`config.mk`:
```
export PLATFORM = sky130hd
export DESIGN_NAME = servo_sync_write_frame_encoder
export DESIGN_NICKNAME = d
export VERILOG_FILES = /design/src/rtl/ssw_pkg.sv /design/src/rtl/ssw_queue.sv /design/src/rtl/ssw_front.sv /design/src/rtl/ssw_back.sv /design/src/rtl/servo_sync_write_frame_encoder.sv
export SDC_FILE = /design/constraint.sdc
export NUM_CORES = 1
export LEC_CHECK = 0
export ABC_AREA = 1
export BUFFER_PORTS_ARGS = -buffer_cell sky130_fd_sc_hd__buf_4
export CAP_MARGIN = 20
export CELL_PAD_IN_SITES_DETAIL_PLACEMENT = 1
export CELL_PAD_IN_SITES_GLOBAL_PLACEMENT = 1
export CORE_MARGIN = 8
export CORE_UTILIZATION = 44
export DETAILED_ROUTE_END_ITERATION = 6
export GPL_TIMING_DRIVEN = 0
export HOLD_SLACK_MARGIN = 0.15
export PLACE_DENSITY_LB_ADDON = 0.1
export SLEW_MARGIN = 20
export SYNTH_ARGS = -nofsm -noshare
export SYNTH_HDL_FRONTEND = slang
export SYNTH_HIERARCHICAL = 1
export SYNTH_SLANG_ARGS = --single-unit
```
`constraint.sdc`:
```
create_clock -name clk -period 4.2 [get_ports clk]
set_input_delay 0.42 -clock clk [delete_from_list [all_inputs] [get_ports clk]]
set_output_delay 0.42 -clock clk [all_outputs]
set_load 0.03 [all_outputs]
```
`src/rtl/ssw_pkg.sv`:
```
// Types, constants and defaults for the servo sync-write frame encoder.
// No dependencies; every RTL module but the checker imports it.
package ssw_pkg;

  localparam int MAX_SERVOS_DEF  = 31;
  localparam int QUEUE_DEPTH_DEF = 2;
  localparam int COUNT_W         = 5;

  localparam logic [7:0]  SYNC_BYTE  = 8'hFF;
  localparam logic [7:0]  BCAST_ID   = 8'hFE;
  localparam logic [15:0] SIGN_BIT   = 16'h8000;
  localparam logic [7:0]  REC_LEN    = 8'd7;
  localparam logic [7:0]  LEN_OFFSET = 8'd4;

  localparam logic       BYTE_ORDER_RST = 1'b0;
  localparam logic [7:0] SYNC_CODE_RST  = 8'd131;
  localparam logic [7:0] START_REG_RST  = 8'd41;

  localparam logic [1:0] CFG_IDX_BYTE_ORDER = 2'd0;
  localparam logic [1:0] CFG_IDX_SYNC_CODE  = 2'd1;
  localparam logic [1:0] CFG_IDX_START_REG  = 2'd2;

  // byte positions inside the bytes one record can emit
  typedef enum logic [3:0] {
    SLOT_SYNC0    = 4'd0,
    SLOT_SYNC1    = 4'd1,
    SLOT_BCAST    = 4'd2,
    SLOT_LEN      = 4'd3,
    SLOT_INSTR    = 4'd4,
    SLOT_START    = 4'd5,
    SLOT_RLEN     = 4'd6,
    SLOT_SID      = 4'd7,
    SLOT_ACCEL    = 4'd8,
    SLOT_POS_A    = 4'd9,
    SLOT_POS_B    = 4'd10,
    SLOT_TRQ_A    = 4'd11,
    SLOT_TRQ_B    = 4'd12,
    SLOT_SPD_A    = 4'd13,
    SLOT_SPD_B    = 4'd14,
    SLOT_CSUM     = 4'd15
  } slot_t;

  typedef struct packed {
    logic        hdr;
    logic        last;
    logic [7:0]  len;
    logic [7:0]  id;
    logic [7:0]  accel;
    logic [15:0] pword;
    logic [15:0] torque;
    logic [15:0] speed;
  } rec_t;

  typedef struct packed {
    logic       byte_order;
    logic [7:0] sync_code;
    logic [7:0] start_reg;
  } cfg_t;

endpackage

```
`src/rtl/ssw_queue.sv`:
```
// Short record queue between the front and back of the frame encoder.
// Depends on ssw_pkg for the record type.
module ssw_queue #(
  parameter int DEPTH = ssw_pkg::QUEUE_DEPTH_DEF
) (
  input  logic          clk,
  input  logic          rst_n,
  input  logic          push_valid,
  output logic          push_ready,
  input  ssw_pkg::rec_t push_data,
  output logic          pop_valid,
  input  logic          pop_ready,
  output ssw_pkg::rec_t pop_data
);
  import ssw_pkg::*;

  localparam int PTR_W = (DEPTH > 1) ? $clog2(DEPTH) : 1;
  localparam int CNT_W = $clog2(DEPTH + 1);
  localparam logic [PTR_W-1:0] PTR_LAST = PTR_W'(DEPTH - 1);
  localparam logic [CNT_W-1:0] CNT_FULL = CNT_W'(DEPTH);

  rec_t             mem [DEPTH];
  logic [PTR_W-1:0] wr_ptr_r, wr_ptr_nxt;
  logic [PTR_W-1:0] rd_ptr_r, rd_ptr_nxt;
  logic [CNT_W-1:0] cnt_r, cnt_nxt;
  logic             do_push, do_pop;

  assign push_ready = (cnt_r != CNT_FULL);
  assign pop_valid  = (cnt_r != '0);
  assign pop_data   = mem[rd_ptr_r];
  assign do_push    = push_valid && push_ready;
  assign do_pop     = pop_valid && pop_ready;

  always_comb begin
    wr_ptr_nxt = wr_ptr_r;
    rd_ptr_nxt = rd_ptr_r;
    cnt_nxt    = cnt_r;
    if (do_push) begin
      wr_ptr_nxt = (wr_ptr_r == PTR_LAST) ? '0 : wr_ptr_r + 1'b1;
    end
    if (do_pop) begin
      rd_ptr_nxt = (rd_ptr_r == PTR_LAST) ? '0 : rd_ptr_r + 1'b1;
    end
    if (do_push && !do_pop) begin
      cnt_nxt = cnt_r + 1'b1;
    end else if (do_pop && !do_push) begin
      cnt_nxt = cnt_r - 1'b1;
    end
  end

  always_ff @(posedge clk) begin
    if (!rst_n) begin
      wr_ptr_r <= '0;
      rd_ptr_r <= '0;
      cnt_r    <= '0;
    end else begin
      wr_ptr_r <= wr_ptr_nxt;
      rd_ptr_r <= rd_ptr_nxt;
      cnt_r    <= cnt_nxt;
    end
  end

  always_ff @(posedge clk) begin
    if (do_push) begin
      mem[wr_ptr_r] <= push_data;
    end
  end

endmodule

```
`src/rtl/ssw_front.sv`:
```
// Front of the frame encoder: takes servo records, checks the count,
// tracks the open frame and queues records that emit bytes. Uses ssw_pkg.
module ssw_front #(
  parameter int MAX_SERVOS = ssw_pkg::MAX_SERVOS_DEF
) (
  input  logic                        clk,
  input  logic                        rst_n,
  input  logic                        in_valid,
  output logic                        in_ready,
  input  logic [7:0]                  servo_id,
  input  logic signed [15:0]          position,
  input  logic [15:0]                 speed,
  input  logic [7:0]                  accel,
  input  logic [15:0]                 torque,
  input  logic                        first_record,
  input  logic                        last_record,
  input  logic [ssw_pkg::COUNT_W-1:0] servo_count,
  output logic                        push_valid,
  input  logic                        push_ready,
  output ssw_pkg::rec_t               push_data
);
  import ssw_pkg::*;

  localparam logic [COUNT_W-1:0] COUNT_MAX = COUNT_W'(MAX_SERVOS);

  logic        in_frame_r, in_frame_nxt;
  logic        accept, refused, keep;
  logic [15:0] pos_u, mag;

  assign in_ready = push_ready;
  assign accept   = in_valid && push_ready;
  assign refused  = (servo_count == '0) || (servo_count > COUNT_MAX);
  // a first record opens a frame unless refused; others need an open frame
  assign keep     = first_record ? !refused : in_frame_r;

  assign pos_u = position;
  assign mag   = ~pos_u + 16'd1;

  always_comb begin
    push_valid       = accept && keep;
    push_data.hdr    = first_record;
    push_data.last   = last_record;
    push_data.len    = {servo_count, 3'b000} + LEN_OFFSET;
    push_data.id     = servo_id;
    push_data.accel  = accel;
    push_data.pword  = pos_u[15] ? (mag | SIGN_BIT) : pos_u;
    push_data.torque = torque;
    push_data.speed  = speed;
    in_frame_nxt     = accept ? (keep && !last_record) : in_frame_r;
  end

  always_ff @(posedge clk) begin
    if (!rst_n) begin
      in_frame_r <= 1'b0;
    end else begin
      in_frame_r <= in_frame_nxt;
    end
  end

endmodule

```
`src/rtl/ssw_back.sv`:
```
// Back of the frame encoder: walks the bytes of each queued record,
// keeps the checksum and drives the output register. Uses ssw_pkg.
module ssw_back (
  input  logic          clk,
  input  logic          rst_n,
  input  ssw_pkg::cfg_t cfg,
  input  logic          pop_valid,
  output logic          pop_ready,
  input  ssw_pkg::rec_t pop_data,
  output logic          out_valid,
  input  logic          out_ready,
  output logic [7:0]    out_byte,
  output logic          out_frame_end,
  output logic          out_run_end
);
  import ssw_pkg::*;

  logic       busy_r, busy_nxt;
  slot_t      slot_r, slot_nxt;
  rec_t       rec_r, rec_nxt;
  logic [7:0] sum_r, sum_nxt;
  logic       ovalid_r, ovalid_nxt;
  logic [7:0] obyte_r, obyte_nxt;
  logic       fend_r, fend_nxt;
  logic       rend_r, rend_nxt;

  logic       space, adv, at_end, take;
  slot_t      end_slot;
  logic [7:0] cur;

  assign space     = !ovalid_r || out_ready;
  assign adv       = busy_r && space;
  assign end_slot  = rec_r.last ? SLOT_CSUM : SLOT_SPD_B;
  assign at_end    = (slot_r == end_slot);
  assign pop_ready = !busy_r || (adv && at_end);
  assign take      = pop_valid && pop_ready;

  assign out_valid     = ovalid_r;
  assign out_byte      = obyte_r;
  assign out_frame_end = fend_r;
  assign out_run_end   = rend_r;

  always_comb begin
    unique case (slot_r)
      SLOT_SYNC0: cur = SYNC_BYTE;
      SLOT_SYNC1: cur = SYNC_BYTE;
      SLOT_BCAST: cur = BCAST_ID;
      SLOT_LEN:   cur = rec_r.len;
      SLOT_INSTR: cur = cfg.sync_code;
      SLOT_START: cur = cfg.start_reg;
      SLOT_RLEN:  cur = REC_LEN;
      SLOT_SID:   cur = rec_r.id;
      SLOT_ACCEL: cur = rec_r.accel;
      SLOT_POS_A: cur = cfg.byte_order ? rec_r.pword[15:8] : rec_r.pword[7:0];
      SLOT_POS_B: cur = cfg.byte_order ? rec_r.pword[7:0] : rec_r.pword[15:8];
      SLOT_TRQ_A: cur = cfg.byte_order ? rec_r.torque[15:8] : rec_r.torque[7:0];
      SLOT_TRQ_B: cur = cfg.byte_order ? rec_r.torque[7:0] : rec_r.torque[15:8];
      SLOT_SPD_A: cur = cfg.byte_order ? rec_r.speed[15:8] : rec_r.speed[7:0];
      SLOT_SPD_B: cur = cfg.byte_order ? rec_r.speed[7:0] : rec_r.speed[15:8];
      SLOT_CSUM:  cur = ~sum_r;
    endcase
  end

  always_comb begin
    busy_nxt   = busy_r;
    slot_nxt   = slot_r;
    rec_nxt    = rec_r;
    sum_nxt    = sum_r;
    ovalid_nxt = ovalid_r;
    obyte_nxt  = obyte_r;
    fend_nxt   = fend_r;
    rend_nxt   = rend_r;

    if (adv) begin
      ovalid_nxt = 1'b1;
      obyte_nxt  = cur;
      fend_nxt   = (slot_r == SLOT_CSUM);
      rend_nxt   = at_end;
      // the sync bytes and the checksum stay out of the sum
      priority case (slot_r)
        SLOT_SYNC0, SLOT_SYNC1, SLOT_CSUM: sum_nxt = sum_r;
        SLOT_BCAST:                        sum_nxt = cur;
        default:                           sum_nxt = sum_r + cur;
      endcase
      if (!at_end) begin
        slot_nxt = slot_t'(4'(slot_r) + 4'd1);
      end
    end else if (out_ready) begin
      ovalid_nxt = 1'b0;
    end

    if (take) begin
      busy_nxt = 1'b1;
      rec_nxt  = pop_data;
      slot_nxt = pop_data.hdr ? SLOT_SYNC0 : SLOT_SID;
    end else if (adv && at_end) begin
      busy_nxt = 1'b0;
    end
  end

  always_ff @(posedge clk) begin
    if (!rst_n) begin
      busy_r   <= 1'b0;
      slot_r   <= SLOT_SYNC0;
      sum_r    <= '0;
      ovalid_r <= 1'b0;
    end else begin
      busy_r   <= busy_nxt;
      slot_r   <= slot_nxt;
      sum_r    <= sum_nxt;
      ovalid_r <= ovalid_nxt;
    end
  end

  always_ff @(posedge clk) begin
    rec_r   <= rec_nxt;
    obyte_r <= obyte_nxt;
    fend_r  <= fend_nxt;
    rend_r  <= rend_nxt;
  end

endmodule

```
`src/rtl/servo_sync_write_frame_encoder.sv`:
```
// Sync-write frame encoder: one servo record in, 8 to 16 bus bytes out.
// When the back is idle, a record passes the queue and the back-end record
// register before its first byte is registered. Throughput: one byte per cycle
// unless out_tready stalls; the back end loads the next record on its last byte.
// Reset (rst_n low, synchronous) closes any frame, empties the queue and
// restores byte_order 0, instruction code 131 and start register 41.
module servo_sync_write_frame_encoder #(
  parameter int MAX_SERVOS  = ssw_pkg::MAX_SERVOS_DEF,
  parameter int QUEUE_DEPTH = ssw_pkg::QUEUE_DEPTH_DEF
) (
  input  logic        clk,
  input  logic        rst_n,
  // in_tdata, from bit 0: servo_id[7:0], position[15:0], speed[15:0],
  // accel[7:0], torque[15:0], servo_count[4:0], zero pad[2:0]
  input  logic [71:0] in_tdata,
  // in_tuser: first_record
  input  logic        in_tuser,
  input  logic        in_tlast,
  input  logic        in_tvalid,
  output logic        in_tready,
  // out_tdata, from bit 0: out_byte[7:0]
  output logic [7:0]  out_tdata,
  // out_tuser: run_end
  output logic        out_tuser,
  output logic        out_tlast,
  output logic        out_tvalid,
  input  logic        out_tready,
  input  logic        cfg_valid,
  output logic        cfg_ready,
  input  logic [1:0]  cfg_addr,
  input  logic [7:0]  cfg_data
);
  import ssw_pkg::*;

  cfg_t cfg_r, cfg_nxt;
  logic push_valid, push_ready, pop_valid, pop_ready;
  rec_t push_data, pop_data;

  assign cfg_ready = 1'b1;

  always_comb begin
    cfg_nxt = cfg_r;
    if (cfg_valid) begin
      unique case (cfg_addr)
        CFG_IDX_BYTE_ORDER: cfg_nxt.byte_order = cfg_data[0];
        CFG_IDX_SYNC_CODE:  cfg_nxt.sync_code  = cfg_data;
        CFG_IDX_START_REG:  cfg_nxt.start_reg  = cfg_data;
        default:            cfg_nxt            = cfg_r;
      endcase
    end
  end

  always_ff @(posedge clk) begin
    if (!rst_n) begin
      cfg_r.byte_order <= BYTE_ORDER_RST;
      cfg_r.sync_code  <= SYNC_CODE_RST;
      cfg_r.start_reg  <= START_REG_RST;
    end else begin
      cfg_r <= cfg_nxt;
    end
  end

  ssw_front #(
    .MAX_SERVOS(MAX_SERVOS)
  ) u_front (
    .clk         (clk),
    .rst_n       (rst_n),
    .in_valid    (in_tvalid),
    .in_ready    (in_tready),
    .servo_id    (in_tdata[7:0]),
    .position    (in_tdata[23:8]),
    .speed       (in_tdata[39:24]),
    .accel       (in_tdata[47:40]),
    .torque      (in_tdata[63:48]),
    .first_record(in_tuser),
    .last_record (in_tlast),
    .servo_count (in_tdata[68:64]),
    .push_valid  (push_valid),
    .push_ready  (push_ready),
    .push_data   (push_data)
  );

  ssw_queue #(
    .DEPTH(QUEUE_DEPTH)
  ) u_queue (
    .clk       (clk),
    .rst_n     (rst_n),
    .push_valid(push_valid),
    .push_ready(push_ready),
    .push_data (push_data),
    .pop_valid (pop_valid),
    .pop_ready (pop_ready),
    .pop_data  (pop_data)
  );

  ssw_back u_back (
    .clk          (clk),
    .rst_n        (rst_n),
    .cfg          (cfg_r),
    .pop_valid    (pop_valid),
    .pop_ready    (pop_ready),
    .pop_data     (pop_data),
    .out_valid    (out_tvalid),
    .out_ready    (out_tready),
    .out_byte     (out_tdata),
    .out_frame_end(out_tlast),
    .out_run_end  (out_tuser)
  );

endmodule

```
==> results by group, run 1 <==
CTS
  • CTS tree: built
  • Clk_lat worst skew: ~540 ps
  • Clock H-tree levels: 1
  • TritonCTS buffer count: 28
  • Clk pin slew, worst setup/hold paths: 60 ps
  • CTS Buffer Depth: 3
  • Post-cts repair resize count: 0
  • Post-CTS Setup Inserts: 0
  • # clock sinks: 268
  • Clock root buffer: clkbuf_16

Yosys
  • Largest family of logic cells by synthesized area: simple AND/OR/NAND/NOR gates
  • Adder-Cell Fraction of Synth Area: 0.01576
  • Largest cells by area after synthesis: edfxtp_1 56%, mux2_4 7.3%, dfxtp_1 6.0%, nand2_1 5.2%, buf_4 4.1%
  • Syn Std Cell Area: around 0.012 mm^2
  • Main synth FF type: edfxtp_1
  • Asr flop ratio synth: 0
  • Complex-gate fraction of the synthesized area: 0.05497
  • Mux contribution to synthesized area: 0.08549
  • Most common cell in the netlist: edfxtp_1
  • Simple-Gate Fraction of Synth Area: 0.1295
  • Dominant cell type by area after synthesis: edfxtp_1
  • EDFF count, synth: 231
  • Sequential area share after synthesis: 0.6200
  • Cell variety after synth: 47
  • FF+latch count, synth: between 200 and 300
  • Post-Synthesis Cells: 1018
  • Post-Synth XOR/XNOR Area: 0.008488
  • Area share of the largest cell type after synthesis: 0.5602
  • Synth top cells by count: 231 x edfxtp_1, 170 x nand2_1, 89 x nor2_1
  • Synth warnings: 6
  • Mean Syn Cell Area: around 12 um^2

STA
  • Setup Viol. Count Final: 0
  • Post-layout min period: between 3000 and 4000 ps
  • Tcrit/Tclk final: 0.8008
  • Fin Setup TNS: 0 ps
  • Unrepaired setup endpoints after global routing: no
  • Fmax: between 200 and 300 MHz
  • Clock skew: between 20 and 30 ps
  • Min Hold Slack: between 150 and 200 ps
  • Worst-Margin Slew: approximately 750 ps
  • Endpoints failing hold: 0
  • Fin. max-slew vios: 0
  • Slew Limit Headroom: 0.4982

Pwr
  • Leakage: a little under 6 nW
  • Pwr per Cell Area: 589.0 mW/mm^2
  • Max VDD drop: approximately 0.35 mV
  • Final Power: ~0.0088 W

Die
  • Rows: 61
  • Core area: approximately 0.028 mm^2
  • Die height: about 180 um
  • I/O Pins: between 100 and 150
  • Die Area: ~0.034 mm^2
  • Die X: 183.8 um
  • Initial Utilization: 0.4457

Global routing
  • Pin count of the biggest net entering global routing: 44
  • Total track usage: 0.1733
  • Initial antenna violation count: 1
  • Number of global-route vias before repair: slightly above 8k
  • First-pass GRT wire length: between 40000 and 50000 um
  • Grt total ovfl: 0

Setup path
  • Worst R2R Start: u_back/slot_r[0]$_SDFFE_PN0P_
  • WP data required: approximately 4600 ps
  • Worst R2R Setup Slack: around 840 ps
  • Reg2reg path depth: 18
  • CP startpoint: u_back/slot_r[0]$_SDFFE_PN0P_
  • CP Class: flop to flop
  • Setup crit end kind: flop
  • CP Data Arrival Time: 3770 ps
  • Worst setup endpoint: u_back/sum_r[6]$_SDFFE_PN0P_
  • CP startpoint kind: flop
  • R2r endpoint: u_back/sum_r[6]$_SDFFE_PN0P_
  • Worst-path maximum fanout: 7

Route
  • Final WL: 29450 um
  • Antenna viol nets, final: 0
  • DR iter-0 viols: 319
  • TritonRoute pass-1 iters: 4
  • Drt wl/cell: between 15 and 20 um
  • Via Count: a little under 8k
  • Vias per Instance: just under 5
  • Drt drc: 0

Finish
  • Share of cells above drive strength 1: 0.2603
  • Diode count: 0
  • Multi-input combinational cell area: around 0.0037 mm^2
  • Fin nets: approximately 1.3k
  • Layout area overhead: 20.15%
  • FF+latch area: 0.007677 mm^2
  • Fillers: roughly 2.9k

Run
  • MaxCap Viol Count: 0

Placed design
  • Port Buf Inserts: 47
  • GPL Wtd Cong: 0.8424
  • Final HPWL DP: 21540 um

Run status
  • Status: finished, final reports clean

Min path
  • Worst Hold Class: input pin to flop
-- layer usage --
layer,vias to the layer above,part of all wire,track usage
met4,2,0.020,0.04389
met3,36,0.047,0.03182
met2,146,0.48,0.2960
met5,-,0.00044,0
met1,3745,0.45,0.2249
li1,3776,-,-
-- critical path: stages (launching register included) --
cell,delay (ps)
dfxtp_1,440
inv_1,120
ha_1,310
nand3_1,160
inv_1,160
nand2_1,100
nand3_1,110
nor2_1,210
nand3_1,200
ha_1,270
fa_1,420
nand3_1,90
nand2_1,90
nand2_1,70
nand2_1,50
a21oi_1,190
nor2_1,60
o21ai_0,150
inv_1,50
-- layout make-up --
type | count | area share
plain buffers | 87 | 0.04600
clock buffers | 39 | 0.05198
clock inverters | 12 | 0.003785
inverters | 96 | 0.02473
multi-input cells | 568 | 0.2469
flip-flops and latches | 268 | 0.5161
well taps | 378 | 0.03179
repair buffers | 117 | 0.07872
-- cells in the final DEF, fill, tap and decap left out, types with 16 or more instances in the layout --
| master | synthesis | final |
|---|---|---|
| nor2_1 | 89 | 87 |
| nand2_1 | 170 | 170 |
| edfxtp_1 | 231 | 231 |
| dlygate4sd3_1 | 0 | 62 |
| buf_4 | 67 | 114 |
| nand3_1 | 33 | 33 |
| inv_2 | 16 | 16 |
| a21oi_1 | 29 | 29 |
| dfxtp_1 | 37 | 37 |
| mux2_4 | 60 | 60 |
| inv_1 | 77 | 76 |
| o21ai_0 | 25 | 25 |
| clkbuf_16 | 0 | 29 |
-- worst min-delay path by stage --
stage | startpoint | to | slack [ps] | cells past startpoint
floorplan | cfg_r[15]$_SDFFE_PN1P_ | cfg_r[15]$_SDFFE_PN1P_ | 430 | 2
global route | in_tdata[8] | u_queue/mem[1][32]$_DFFE_PP_ | 160 | 2
global placement | cfg_r[8]$_SDFFE_PN1P_ | cfg_r[8]$_SDFFE_PN1P_ | 440 | 2
CTS | in_tdata[68] | u_queue/mem[0][71]$_DFFE_PP_ | 150 | 2
finish | in_tdata[68] | u_queue/mem[0][71]$_DFFE_PP_ | 170 | 2
detailed placement | cfg_r[3]$_SDFFE_PN1P_ | cfg_r[3]$_SDFFE_PN1P_ | 460 | 2
-- state kept, by name, summed over array words and instances, names as in the netlist, 2 cells and up, named ones only --
register         count
u_queue/mem        148
u_back/out_byte      8
u_back/rec_r        73
u_back/sum_r         8
u_back/slot_r        4
u_queue/cnt_r        2
cfg_r               17
-- timing repair --
| action | 4_1_cts | 5_1_grt |
|---|---|---|
| endpoints found under the hold margin | 117 | 0 |
| hold buffers | 62 | 0 |
| endpoints found under the setup margin | 0 | 0 |
-- metrics by stage --
stage	cells	area [um^2]	util	worst slack (ps)
after floorplan	1019	12390	-	-279.7
after global placement	1444	13210	0.4755	-2656
after detailed placement	1452	13430	0.4833	869.3
after CTS	1565	14880	0.5355	819.1
after global routing	1565	14880	0.5355	463.0
final	1565	14880	0.5355	836.8
-- power by group --
| group | leakage, nW | internal, W | switching [W] |
|---|---|---|---|
| sequential | 2.43 | 0.00372 | 0.000331 |
| clock | 0.413 | 0.00128 | 0.000971 |
| combinational | 3.07 | 0.000997 | 0.00147 |
| total | 5.92 | 0.00599 | 0.00277 |
-- kinds of logic after synthesis --
group                      after synthesis
muxes                                   74
and+or+nand+nor                        355
other                                    3
adders and majority gates               15
AOI/OAI and AO/OA                      108
buffers and inverters                  183
xor gates and xnor gates                12
DFF                                    268
No activity file was read; power rests on OpenSTA's default activity.
==> run 2, diff against run 1 <==
==> constraint.sdc (replaced) <==
create_clock -name clk -period 2.73 [get_ports clk]
set_input_delay 0.273 -clock clk [delete_from_list [all_inputs] [get_ports clk]]
set_output_delay 0.273 -clock clk [all_outputs]
set_load 0.03 [all_outputs]
==> results by group, run 2 (synthesis gave the netlist of run 1 again) <==
Pwr
  • Leakage: about 6.2 nW
  • Max VDD drop: about 0.55 mV
  • Final Power: roughly 0.015 W
  • Pwr per Cell Area: approximately 940 mW/mm^2

Die
  • Die Area: 0.03376 mm^2
  • Initial Utilization: 0.4457
  • Core area: ~0.028 mm^2
  • Die height: around 180 um
  • I/O Pins: roughly 100
  • Rows: between 60 and 70
  • Die X: roughly 180 um

Setup path
  • CP Class: flop to flop
  • Worst R2R Start: cfg_r[16]$_SDFFE_PN0P_
  • R2r endpoint: u_back/sum_r[6]$_SDFFE_PN0P_
  • Worst-path maximum fanout: 10
  • WP data required: 3150 ps
  • CP startpoint kind: flop
  • Reg2reg path depth: 18
  • CP Data Arrival Time: 3180 ps
  • Setup crit end kind: flop
  • Worst R2R Setup Slack: -30 ps

Global routing
  • Grt total ovfl: 0
  • First-pass GRT wire length: around 47000 um
  • Pin count of the biggest net entering global routing: 36
  • Total track usage: 0.1788
  • Initial antenna violation count: 0
  • Number of global-route vias before repair: between 8k and 9k

Min path
  • Worst min-delay path startpoint: in_tdata[23]
  • Hold path depth: 3
  • Worst Hold Class: input pin to flop
  • Worst Hold End: u_queue/mem[0][33]$_DFFE_PP_

STA
  • Slew Limit Headroom: 0.6589
  • Endpoints failing hold: 0
  • Worst-Margin Slew: 508.5 ps
  • Min Hold Slack: roughly 180 ps
  • Final critical-path setup slack: -31.77 ps
  • Fmax: 362.1 MHz
  • Post-layout min period: 2762 ps
  • Setup Viol. Count Final: 2
  • Clock skew: roughly 28 ps
  • Unrepaired setup endpoints after global routing: yes
  • Tcrit/Tclk final: 1.012
  • Fin. max-slew vios: 0

Finish
  • Largest Register: u_queue/mem
  • Layout area overhead: 27.80%
  • Max FFs per register: 148
  • Largest registers ranked by flip-flop count: u_queue/mem (148), u_back/rec_r (73), cfg_r (17)
  • Share of cells above drive strength 1: 0.3285
  • Fillers: roughly 2.8k
  • Diode count: 0
  • Cell Count, Final, Fillers Out: roughly 1.6k
  • Final Core Density: 0.5696
  • Leading cell types in the layout, fill and taps excluded: 231 x edfxtp_1, 161 x nand2_1, 141 x buf_4
  • Commonest non-fill, non-tap cell in the layout: edfxtp_1
  • Fin nets: 1315

Route
  • Vias per Instance: around 4.9
  • Drt wl/cell: 19.00 um
  • TritonRoute pass-1 iters: 4
  • Drt drc: 0
  • Via Count: 7971
  • DR iter-0 viols: between 300 and 400
  • Final WL: 30610 um
  • Antenna viol nets, final: 0

CTS
  • Clk pin slew, worst setup/hold paths: 60 ps
  • Clk_lat worst skew: roughly 550 ps
  • Clock root buffer: clkbuf_16
  • # clock sinks: 268
  • TritonCTS buffer count: 29
  • Clock H-tree levels: 1
  • CTS tree: built
  • CTS Buffer Depth: 3

Placed design
  • Final HPWL DP: ~21000 um
  • Place WS: -584.8 ps
  • Placed cells: about 1.5k
  • GPL Wtd Cong: about 0.86
  • Port Buf Inserts: 47

Run
  • MaxCap Viol Count: 0

Run status
  • Status: complete, but fails checks
  • Failing checks: setup timing
run 2: worst max-delay path by stage:
stage / to / slack (ps) / start / cells after the start
2_1_floorplan: u_queue/mem[0][0]$_DFFE_PP_ / -520 / u_queue/cnt_r[0]$_SDFFE_PN0P_ / 7
3_3_place_gp: u_queue/mem[1][44]$_DFFE_PP_ / -2050 / u_queue/cnt_r[0]$_SDFFE_PN0P_ / 7
3_5_place_dp: u_back/sum_r[6]$_SDFFE_PN0P_ / -580 / u_back/slot_r[0]$_SDFFE_PN0P_ / 18
4_1_cts: u_back/sum_r[6]$_SDFFE_PN0P_ / 4 / u_back/slot_r[0]$_SDFFE_PN0P_ / 18
5_1_grt: u_back/sum_r[6]$_SDFFE_PN0P_ / -230 / u_back/slot_r[0]$_SDFFE_PN0P_ / 19
6_report: u_back/sum_r[6]$_SDFFE_PN0P_ / -30 / cfg_r[16]$_SDFFE_PN0P_ / 18
run 2: where the power goes:
part | switching, W | internal, W | total (W)
registers | 0.000542 | 0.00573 | 0.00627
logic | 0.00261 | 0.00207 | 0.00468
clock network | 0.00155 | 0.00240 | 0.00394
total | 0.00470 | 0.0102 | 0.0149
run 2: worst max-delay path: stages, from the launching register on:
cell,delay (ps)
dfxtp_1,320
buf_6,140
buf_6,140
buf_4,170
nand2_1,80
a21oi_2,70
a21oi_1,140
o211ai_1,130
nor3_2,250
nand3_4,140
fa_2,400
nand3_2,70
nand2_1,60
nand2_1,60
nand2_1,70
a21oi_2,160
nor2_1,50
o21ai_1,110
inv_1,50
run 2: stage by stage:
step | TNS, ps | cell area (um^2)
after global routing | -577.5 | 15820
final | -55.86 | 15820
after floorplan | -77500 | 12390
after global placement | -320690 | 13220
after detailed placement | -2163 | 13410
after CTS | 0 | 15590
run 2: metal layers:
layer	vias up	track usage	wire length, um	part of all wire
met5	-	0	0	0
met4	0	0.04905	720	0.024
met3	48	0.03083	1314	0.043
met2	159	0.3012	14600	0.48
met1	3899	0.2352	13970	0.46
li1	3865	-	-	-
run 2: area by class of cell:
cell class	count	area, um^2	share of cell area
clock inverters	10	132.6	0.008381
clock buffers	43	838.3	0.05298
multi-input cells	568	4070	0.2572
repair buffers	161	1539	0.09726
plain buffers	87	698.2	0.04412
inverters	96	387.9	0.02451
flip-flops and latches	268	7685	0.4856
well taps	378	473.0	0.02989
run 2: what timing repair did:
item                       CTS  global route
setup endpoints to repair    7             5
pin swaps                   26            13
hold endpoints to repair   163             0
hold buffers                81             0
resized for setup           70            31
setup buffers               13            12
==> run 3, diff against run 2 <==
--- a/config.mk
+++ b/config.mk
@@ -12,10 +12,12 @@
 export CELL_PAD_IN_SITES_GLOBAL_PLACEMENT = 1
 export CORE_MARGIN = 8
 export CORE_UTILIZATION = 44
+export CTS_BUF_LIST = sky130_fd_sc_hd__clkbuf_8 sky130_fd_sc_hd__clkbuf_16
 export DETAILED_ROUTE_END_ITERATION = 6
 export GPL_TIMING_DRIVEN = 0
 export HOLD_SLACK_MARGIN = 0.15
 export PLACE_DENSITY_LB_ADDON = 0.1
+export RECOVER_POWER = 25
 export SLEW_MARGIN = 20
 export SYNTH_ARGS = -nofsm -noshare
 export SYNTH_HDL_FRONTEND = slang
==> constraint.sdc (replaced) <==
create_clock -name clk -period 2.73 [get_ports clk]
set_input_delay 0.546 -clock clk [delete_from_list [all_inputs] [get_ports clk]]
set_output_delay 0.546 -clock clk [all_outputs]
set_load 0.03 [all_outputs]
==> results by group, run 3 (synthesis gave the netlist of run 1 again) <==
STA
  • Fin. max-slew vios: 0
  • Final critical-path setup slack: -78.88 ps
  • Setup Viol. Count Final: 1
  • Slew Limit Headroom: 0.5281
  • Endpoints failing hold: 0
  • Fin Setup TNS: -78.88 ps
  • Post-layout min period: 2809 ps
  • Tcrit/Tclk final: 1.029
  • Unrepaired setup endpoints after global routing: yes
  • Fmax: roughly 360 MHz
  • Worst-Margin Slew: about 710 ps
  • Clock skew: between 20 and 30 ps

Placed design
  • Placed Area: between 0.01 and 0.015 mm^2
  • Placed cells: 1452
  • Place WS: -584.8 ps
  • Port Buf Inserts: 47
  • GPL Wtd Cong: 0.8623
  • Final HPWL DP: between 20000 and 25000 um

CTS
  • Clk_lat worst skew: 550 ps
  • Clk pin slew, worst setup/hold paths: around 60 ps
  • # clock sinks: approximately 270
  • CTS Buffer Depth: 3
  • Clock H-tree levels: 1
  • Clock root buffer: clkbuf_16
  • Cts hold-fix bufs: 0
  • CTS tree: built
  • TritonCTS buffer count: 29

Route
  • Highest routed metal layer: met4
  • DR iter-0 viols: 353
  • Metal2 WL: between 10000 and 15000 um
  • Drt wl/cell: around 19 um
  • Met3 wire length: around 1400 um
  • Via Count: 7654
  • TritonRoute pass-1 iters: 4
  • Antenna viol nets, final: 0
  • Drt drc: 0
  • Wl on met1: 13590 um
  • Final WL: around 29000 um
  • Vias per Instance: approximately 5.0

Finish
  • Leading cell types in the layout, fill and taps excluded: 231 x edfxtp_1, 158 x nand2_1, 81 x nor2_1
  • Commonest non-fill, non-tap cell in the layout: edfxtp_1
  • Diode count: 0
  • Max FFs per register: approximately 150
  • Largest registers ranked by flip-flop count: u_queue/mem (148), u_back/rec_r (73), cfg_r (17)
  • Layout area overhead: 20.94%
  • Cell Count, Final, Fillers Out: around 1.5k
  • Largest Register: u_queue/mem
  • Fin nets: around 1.2k
  • Share of cells above drive strength 1: 0.3435
  • Finished Cell Area: 0.01497 mm^2

Setup path
  • Worst Path Buf+Inv: 4
  • CP Class: flop to flop
  • CP startpoint kind: flop
  • CP peak stage delay: approximately 390 ps
  • Critical path cell sequence: clkinvlp_4 -> ha_4 -> nand3_4 -> inv_4 -> a22o_4 -> nor4_4 -> nand2_2 -> ha_4 -> nand2_1 -> inv_1 -> a21oi_2 -> nand2_1 -> nand2_1 -> nand3_2 -> inv_1 -> nand2_1 -> nand2_1 -> a21oi_2
  • Worst-path maximum fanout: 7
  • CP max-delay cell: dfxtp_4
  • CP Data Arrival Time: around 3200 ps
  • Delay-heaviest family, CP: simple AND/OR/NAND/NOR gates
  • WP data required: about 3200 ps
  • Setup crit end kind: flop
  • CP dominant cell by count: nand2_1

Pwr
  • Pwr per Cell Area: 987.5 mW/mm^2
  • Final Power: ~0.015 W
  • Max VDD drop: ~0.49 mV
  • Leakage: approximately 5.9 nW

Die
  • Rows: 61
  • Die X: about 180 um
  • Die Area: approximately 0.034 mm^2
  • I/O Pins: between 100 and 150
  • Die height: around 180 um
  • Core area: between 0.02 and 0.03 mm^2
  • Initial Utilization: 0.4457

Min path
  • Worst Hold Class: input pin to flop

Global routing
  • Grt total ovfl: 0
  • Pin count of the biggest net entering global routing: 36
  • Number of global-route vias before repair: 8099
  • Total track usage: 0.1704
  • Initial antenna violation count: 0
  • First-pass GRT wire length: ~45000 um

Run status
  • Failing checks: setup timing
  • Status: complete, but fails checks

Run
  • MaxCap Viol Count: 0
-- run 3: changes by cell type in the layout (fill, tap and decap cells not counted), sizes merged --
cell	before	now
clkbuf	43	103
buf	167	100
inv	93	101
dlygate4sd3	81	0
-- run 3: final timing paths --
path | startpoint | endpoint | slack, ps | depth (start not counted)
hold / removal | in_tdata[3] | u_queue/mem[0][59]$_DFFE_PP_ | 210 | 1
setup reg to reg | u_back/slot_r[0]$_SDFFE_PN0P_ | u_back/sum_r[7]$_SDFFE_PN0P_ | -80 | 18
hold reg to reg | cfg_r[0]$_SDFFE_PN1P_ | cfg_r[0]$_SDFFE_PN1P_ | 460 | 2
setup / recovery | u_back/slot_r[0]$_SDFFE_PN0P_ | u_back/sum_r[7]$_SDFFE_PN0P_ | -80 | 18
-- run 3: per-layer routing --
metal	track usage	vias to the layer above
li1	-	3708
met5	0	-
met1	0.2289	3749
met3	0.03281	40
met4	0.04550	0
met2	0.2793	157
-- run 3: power breakdown --
group | leakage, nW | total, W | switching (W) | internal, W
registers | 2.44 | 0.00626 | 0.000532 | 0.00573
clock network | 0.502 | 0.00390 | 0.00153 | 0.00237
logic | 2.94 | 0.00463 | 0.00263 | 0.00200
total | 5.87 | 0.0148 | 0.00469 | 0.0101
-- run 3: cell type report --
type	instances	area, um^2
well taps	378	473.0
clock inverters	18	162.7
fillers	2894	12810
inverters	96	385.4
multi-input cells	568	4083
clock buffers	35	808.3
flip-flops and latches	268	7685
repair buffers	81	720.7
plain buffers	87	656.9
-- run 3: worst reg2reg max path: cells and delay by family, from the launching register on --
family | cells | cell delay [ps]
AOI/OAI and AO/OA | 3 | 470
adders and majority gates | 2 | 510
buffers and inverters | 4 | 330
DFF | 1 | 390
and+or+nand+nor | 9 | 1020
-- run 3: what timing repair did --
item | 4_1_cts | 5_1_grt
endpoints found under the setup margin | 7 | 5
resized for setup | 68 | 36
cloned | 0 | 0
buffers inserted | 13 | 13
pin swaps | 26 | 19
-- run 3: per-stage QoR --
step / util / hold slack (ps)
2_1_floorplan: - / 429.0
3_3_place_gp: 0.4759 / 443.3
3_5_place_dp: 0.4825 / 454.1
4_1_cts: 0.5318 / 156.1
5_1_grt: 0.5390 / 179.9
6_report: 0.5390 / 205.9
